--- src/rtl/rrbm_pkg.sv ---
// Shared types and constants for the cartridge ROM/RAM bank mapper.
package rrbm_pkg;

    // Fixed bank geometry
    localparam int MAX_ROM_BANKS  = 128;
    localparam int RAM_BANK_BYTES = 8192;
    localparam int DEF_RAM_BANKS  = 4;

    localparam int ROM_BANK_W = 7;   // five low bits and two high bits
    localparam int ROM_OFF_W  = 14;  // 16KB window
    localparam int RAM_OFF_W  = 13;  // 8KB window
    localparam int RAM_IDX_W  = 15;  // widest cartridge RAM byte index
    localparam int ROM_ADDR_W = ROM_BANK_W + ROM_OFF_W;

    localparam logic [ROM_BANK_W-1:0] ROM_BANK_LIMIT_MASK = ROM_BANK_W'(MAX_ROM_BANKS - 1);

    // Access kinds
    localparam logic CMD_READ  = 1'b0;
    localparam logic CMD_WRITE = 1'b1;

    // Configuration register indexes
    localparam logic [1:0] CFG_MAPPER_PRESENT = 2'd0;
    localparam logic [1:0] CFG_ROM_BANK_COUNT = 2'd1;
    localparam logic [1:0] CFG_RAM_BANK_COUNT = 2'd2;

    // Control area selects, address bits 14:13 inside the ROM window
    localparam logic [1:0] CTL_RAM_ENABLE = 2'd0;
    localparam logic [1:0] CTL_LOW_BANK   = 2'd1;
    localparam logic [1:0] CTL_HIGH_BANK  = 2'd2;
    localparam logic [1:0] CTL_MODE       = 2'd3;

    // Address bits 15:13 of the cartridge RAM window
    localparam logic [2:0] RAM_WINDOW = 3'b101;

    localparam logic [3:0] RAM_ENABLE_KEY = 4'hA;
    localparam logic [7:0] OPEN_BUS       = 8'hFF;

    typedef struct packed {
        logic        cmd;
        logic [15:0] address;
        logic [7:0]  write_data;
    } req_t;

    typedef struct packed {
        logic [7:0]            read_data;
        logic                  rom_fetch;
        logic [ROM_ADDR_W-1:0] rom_address;
        logic                  bad_access;
    } rsp_t;

    // Mapping outcome for one transaction, apart from the RAM byte
    typedef struct packed {
        logic                  rom_fetch;
        logic [ROM_ADDR_W-1:0] rom_address;
        logic                  bad_access;
        logic                  ram_read;
    } map_res_t;

    // One access to cartridge RAM
    typedef struct packed {
        logic                 rd_en;
        logic                 wr_en;
        logic [RAM_IDX_W-1:0] addr;
        logic [7:0]           wdata;
    } ram_req_t;

    // Configuration as seen by the mapping logic
    typedef struct packed {
        logic       mapper_present;
        logic [7:0] rom_bank_count;
        logic [2:0] ram_bank_count;
    } cfg_t;

endpackage

--- src/rtl/rrbm_map.sv ---
// Bank registers and address mapping for one bus transaction.
module rrbm_map #(
    parameter int MAX_RAM_BANKS = rrbm_pkg::DEF_RAM_BANKS
) (
    input  logic                clk,
    input  logic                rst_n,
    input  logic                advance,
    input  rrbm_pkg::req_t      req,
    input  rrbm_pkg::cfg_t      cfg,
    output rrbm_pkg::map_res_t  res,
    output rrbm_pkg::ram_req_t  ram_req
);

    localparam logic [2:0] RAM_BANK_LIMIT = 3'(MAX_RAM_BANKS);

    logic       ram_on_reg, ram_on_next;
    logic [4:0] low_bank_reg, low_bank_next;
    logic [1:0] high_bank_reg, high_bank_next;
    logic       adv_mode_reg, adv_mode_next;

    logic                                in_rom;
    logic                                in_ram;
    logic                                is_wr;
    logic [1:0]                          high_sel;
    logic [rrbm_pkg::ROM_BANK_W-1:0]     rom_mask;
    logic [rrbm_pkg::ROM_BANK_W-1:0]     rom_bank;
    logic [2:0]                          ram_mask;
    logic [1:0]                          ram_bank_sel;
    logic                                ram_live;

    assign in_rom   = !req.address[15];
    assign in_ram   = (req.address[15:13] == rrbm_pkg::RAM_WINDOW);
    assign is_wr    = (req.cmd == rrbm_pkg::CMD_WRITE);
    assign high_sel = adv_mode_reg ? high_bank_reg : 2'd0;

    // Select and mask the ROM bank
    assign rom_mask = 7'(cfg.rom_bank_count - 8'd1) & rrbm_pkg::ROM_BANK_LIMIT_MASK;
    assign rom_bank = (req.address[14] ? {high_bank_reg, low_bank_reg} : {high_sel, 5'd0})
                      & rom_mask;

    // Select and mask the RAM bank
    assign ram_mask = (cfg.ram_bank_count > RAM_BANK_LIMIT) ? (RAM_BANK_LIMIT - 3'd1)
                                                             : (cfg.ram_bank_count - 3'd1);
    assign ram_bank_sel = high_sel & ram_mask[1:0];
    assign ram_live = cfg.mapper_present && in_ram && ram_on_reg && (cfg.ram_bank_count != 3'd0);

    // Build the result flags and the RAM access
    always_comb
    begin
        res.rom_fetch   = 1'b0;
        res.rom_address = '0;
        res.bad_access  = 1'b0;
        res.ram_read    = 1'b0;

        if (!cfg.mapper_present)
        begin
            if (!is_wr && in_rom)
            begin
                res.rom_fetch   = 1'b1;
                res.rom_address = rrbm_pkg::ROM_ADDR_W'(req.address);
            end
            else
            begin
                res.bad_access = 1'b1;
            end
        end
        else if (in_rom)
        begin
            if (!is_wr)
            begin
                res.rom_fetch   = 1'b1;
                res.rom_address = {rom_bank, req.address[rrbm_pkg::ROM_OFF_W-1:0]};
            end
        end
        else if (in_ram)
        begin
            res.ram_read = ram_live && !is_wr;
        end
        else
        begin
            res.bad_access = 1'b1;
        end

        ram_req.rd_en = advance && ram_live && !is_wr;
        ram_req.wr_en = advance && ram_live && is_wr;
        ram_req.addr  = {ram_bank_sel, req.address[rrbm_pkg::RAM_OFF_W-1:0]};
        ram_req.wdata = req.write_data;
    end

    // Control writes into the ROM window
    always_comb
    begin
        ram_on_next    = ram_on_reg;
        low_bank_next  = low_bank_reg;
        high_bank_next = high_bank_reg;
        adv_mode_next  = adv_mode_reg;

        if (advance && cfg.mapper_present && in_rom && is_wr)
        begin
            case (req.address[14:13])
                rrbm_pkg::CTL_RAM_ENABLE:
                    ram_on_next = (req.write_data[3:0] == rrbm_pkg::RAM_ENABLE_KEY);
                rrbm_pkg::CTL_LOW_BANK:
                    low_bank_next = (req.write_data[4:0] == 5'd0) ? 5'd1 : req.write_data[4:0];
                rrbm_pkg::CTL_HIGH_BANK:
                    high_bank_next = req.write_data[1:0];
                rrbm_pkg::CTL_MODE:
                    adv_mode_next = req.write_data[0];
                default:
                    ram_on_next = ram_on_reg;
            endcase
        end
    end

    always_ff @(posedge clk or negedge rst_n)
    begin
        if (!rst_n)
        begin
            ram_on_reg    <= 1'b0;
            low_bank_reg  <= 5'd1;
            high_bank_reg <= 2'd0;
            adv_mode_reg  <= 1'b0;
        end
        else
        begin
            ram_on_reg    <= ram_on_next;
            low_bank_reg  <= low_bank_next;
            high_bank_reg <= high_bank_next;
            adv_mode_reg  <= adv_mode_next;
        end
    end

    // Low bank never holds zero
    a_low_bank_nonzero: assert property (@(posedge clk) disable iff (!rst_n)
        low_bank_reg != 5'd0)
        else $error("low bank register holds zero");

    // RAM is never read and written in the same transaction
    a_ram_one_op: assert property (@(posedge clk) disable iff (!rst_n)
        !(ram_req.rd_en && ram_req.wr_en))
        else $error("RAM read and write in one transaction");

endmodule

--- config.mk ---
export PLATFORM = sky130hd
export DESIGN_NAME = rrbm_map
export DESIGN_NICKNAME = d
export VERILOG_FILES = /design/src/rtl/rrbm_pkg.sv /design/src/rtl/rrbm_map.sv
export SDC_FILE = /design/constraint.sdc
export NUM_CORES = 1
export LEC_CHECK = 0
export BUFFER_PORTS_ARGS = -buffer_cell sky130_fd_sc_hd__buf_4
export CORE_MARGIN = 3
export CORE_UTILIZATION = 33
export CTS_CLUSTER_SIZE = 20
export DETAILED_ROUTE_END_ITERATION = 10
export PLACE_DENSITY_LB_ADDON = 0.3
export REMOVE_ABC_BUFFERS = 1
export SLEW_MARGIN = 0
export SYNTH_ARGS = -nofsm -noshare
export SYNTH_HDL_FRONTEND = slang
export SYNTH_SLANG_ARGS = --single-unit
--- constraint.sdc ---
create_clock -name clk -period 1.5 [get_ports clk]
set_clock_uncertainty 0.1 [all_clocks]
set_input_delay 0.3 -clock clk [delete_from_list [all_inputs] [get_ports clk]]
set_output_delay 0.3 -clock clk [all_outputs]
set_load 0.02 [all_outputs]
==> run metrics <==
Largest delay share family, worst path simple AND/OR/NAND/NOR gates; crit-path max FO 3; CTS buffer count 3; Final HPWL DP 2440 um; R2R cell count 1; CP bufs+invs 2; final hold vios 0; outcome finished, violations left; RSZ-0062 raised after global routing true; Placed Instances 208; CTS sink cnt 9; wire per inst 14.3 um; RR Endpoint adv_mode_reg$_DFFE_PN0P_; Design Power 922 uW; number of inserted diodes 0; # nets final roughly 230; largest net degree at the start of global routing 16; first-pass GRT wire length 4740 um; cell count after synthesis 109; crit-path most repeated cell buf_6; worst r2r src adv_mode_reg$_DFFE_PN0P_; Critical Path Sink res[21]; clk_lat worst skew 0.25 ns; Yosys top cell by area dfrtp_1; initial DRC count 31; number of flip-flops under the largest register name 5; die area 0.00350 mm2; Via density ~5; CP cell instances buf_6, or3_4, or4_4, a21oi_2, buf_6; vias in the first global route 1,071; fin cells 214; FMAX 0.529 GHz; fin crit period about 1.9 ns; layout cells sized above 1 69.0%; leak pwr 0.000867 uW; Setup crit start kind input pin; CP arrival 1.49 ns; Worst Path Required roughly 1.1 ns; core area 0.00259 mm2; die extent in y 59.2 um; row cnt 18; Reg clk slew, reported paths 0.06 ns; Worst path max stage delay 0.43 ns; Setup WS post-layout -0.391 ns; Worst Setup SP cfg[5]; CTS tree yes; R2R Setup Slk 0.60 ns; Crit-path slowest cell or4_4; area of the multi-input gates 623 um2; Cell variety after synth 31; Synth-to-Final Area Change 84.5%; H-tree levels 1; drt drc 0; CP endpoint kind primary output; fin. max-slew vios 0; total wire length 3070 um; Ys Warns 0; Tcrit/Tclk final 126%; CTS Buffer Depth 2; Initial Util 36.0%; synth top area cells dfrtp_1 21%, buf_4 17%, and2_1 10%, mux2_2 9.7%, and3_1 3.4%; Rel. slew slack between 70% and 80%; Crit Path Category in2out; clk root buf clkbuf_4; path category of the worst min-delay check in2reg; Pwr Density between 500 and 600 mW/mm2; Final GP Congestion 0.774; post-synth top area share 21.4%; Worst Max-Slew Pin Slew 0.329 ns; max cap viols 0; final setup vio count 9; via count 1,068; Crit. path cell count 5; Chip Width a little under 60 um; sequential share of the synthesized area about a quarter; ANT nets after route 0; Yosys reg bits 9; Port Buffer Count a little over 80; number of iterations in the first detailed-routing pass 4; initial antenna violation count 0; mean post-synth cell area between 8 and 9 um2; peak supply drop 0.473 mV; fillers 218; GR Overflow Total 0; Seq. cell area approximately 230 um2; GRT Util Overall roughly 17%; failing checks setup timing; # IOs 89; post-synthesis cell area 933 um2
## Yosys cell counts
| master | number |
|---|---|
| or4_1 | 1 |
| o21ai_0 | 3 |
| nand2_1 | 6 |
| clkbuf_1 | 1 |
| nand2b_1 | 2 |
| dfrtp_1 | 8 |
| nand3b_1 | 1 |
| and3_1 | 5 |
| nor3b_4 | 1 |
| and2_1 | 15 |
| nor2b_1 | 1 |
| o31ai_1 | 1 |
| buf_4 | 21 |
| or3_1 | 1 |
| nand4b_2 | 1 |
| dfstp_2 | 1 |
| nor4bb_1 | 1 |
| nor4_1 | 3 |
| o2111ai_1 | 2 |
| xor2_1 | 3 |
| buf_2 | 1 |
| nor3_1 | 2 |
| ha_1 | 2 |
| nor3b_1 | 2 |
| mux2_2 | 8 |
| and3b_1 | 1 |
| inv_1 | 6 |
| nor2_1 | 3 |
| mux2i_1 | 1 |
| or3_4 | 1 |
| a21oi_1 | 4 |
## layer usage
metal  global-route usage [%]  vias up  routed length (um)
li1                         -      508                   -
met1                     17.6      500                1010
met2                     34.9       58                1720
met3                     2.40        2                 321
met4                     5.83        0                  22
met5                        0        -                   0
## power breakdown
part	leakage (uW)	internal (uW)	switching, uW
registers	0.000114	290	28.9
clock network	0.0000150	102	73.9
logic	0.000738	228	200
## what timing repair did
item                       4_1_cts  5_1_grt
hold endpoints to repair         9        0
setup endpoints to repair       24       27
pin swaps                       12        6
resized for setup               38       12
setup buffers                    3        0
hold buffers                     1        0
## logic make-up (layout without fill, tap and decap cells)
| logic type | Yosys count | after routing | share of synthesized area [%] |
|---|---|---|---|
| AO/OA/AOI/OAI | 10 | 10 | 6.43 |
| flip-flops | 9 | 9 | 24.3 |
| AND/OR/NAND/NOR | 47 | 47 | 32.8 |
| multiplexers | 9 | 9 | 10.7 |
| XOR/XNOR | 3 | 3 | 2.82 |
| buffers and inverters | 29 | 104 | 20.2 |
| adder cells (fa/ha/maj) | 2 | 2 | 2.68 |
## area by class of cell
type,count,share of cell area [%]
Multi-Input combinational cell,71,36.2
Sequential cell,9,13.2
Tap cell,30,2.18
Timing Repair Buffer,94,45.1
Inverter,6,1.89
Clock buffer,4,1.53
## cell usage in the layout, fill, tap and decap left out, types with 2 or more instances in the layout
cell | Yosys | final
nand2b_1 | 2 | 2
clkbuf_4 | 0 | 3
and3_1 | 5 | 4
mux2_2 | 8 | 8
nor3b_4 | 1 | 2
o21ai_1 | 0 | 2
a21oi_2 | 0 | 2
and2_1 | 15 | 14
buf_6 | 0 | 14
buf_4 | 21 | 77
buf_8 | 0 | 2
xor2_1 | 3 | 3
a21oi_1 | 4 | 2
dfrtp_1 | 8 | 8
o2111ai_1 | 2 | 2
nand2_1 | 6 | 5
nor2_1 | 3 | 2
ha_4 | 0 | 2
inv_4 | 0 | 4
## per-stage QoR
stage | worst slack, ns | TNS, ns | hold WS (ns) | area [um2] | util (%)
2_1_floorplan | -0.553 | -6.51 | -0.0956 | 767 | -
3_3_place_gp | -0.417 | -3.39 | 0.0249 | 1500 | 57.7
3_5_place_dp | -0.422 | -4.12 | 0.0258 | 1500 | 57.7
4_1_cts | -0.372 | -1.21 | 0.195 | 1680 | 64.9
5_1_grt | -0.415 | -1.94 | 0.203 | 1720 | 66.5
6_report | -0.391 | -1.17 | 0.205 | 1720 | 66.5
## how the worst min path moves through the flow
stage	from	to	slack, ns	cells past startpoint
finish	req[4]	low_bank_reg[4]$_DFFE_PN0P_	0.20	2
detailed placement	rst_n	ram_on_reg$_DFFE_PN0P_	0.03	1
global placement	rst_n	ram_on_reg$_DFFE_PN0P_	0.02	1
CTS	req[4]	low_bank_reg[4]$_DFFE_PN0P_	0.19	2
global route	req[4]	low_bank_reg[4]$_DFFE_PN0P_	0.20	2
floorplan	rst_n	adv_mode_reg$_DFFE_PN0P_	-0.1	0
(Power assumes the default switching activity.)
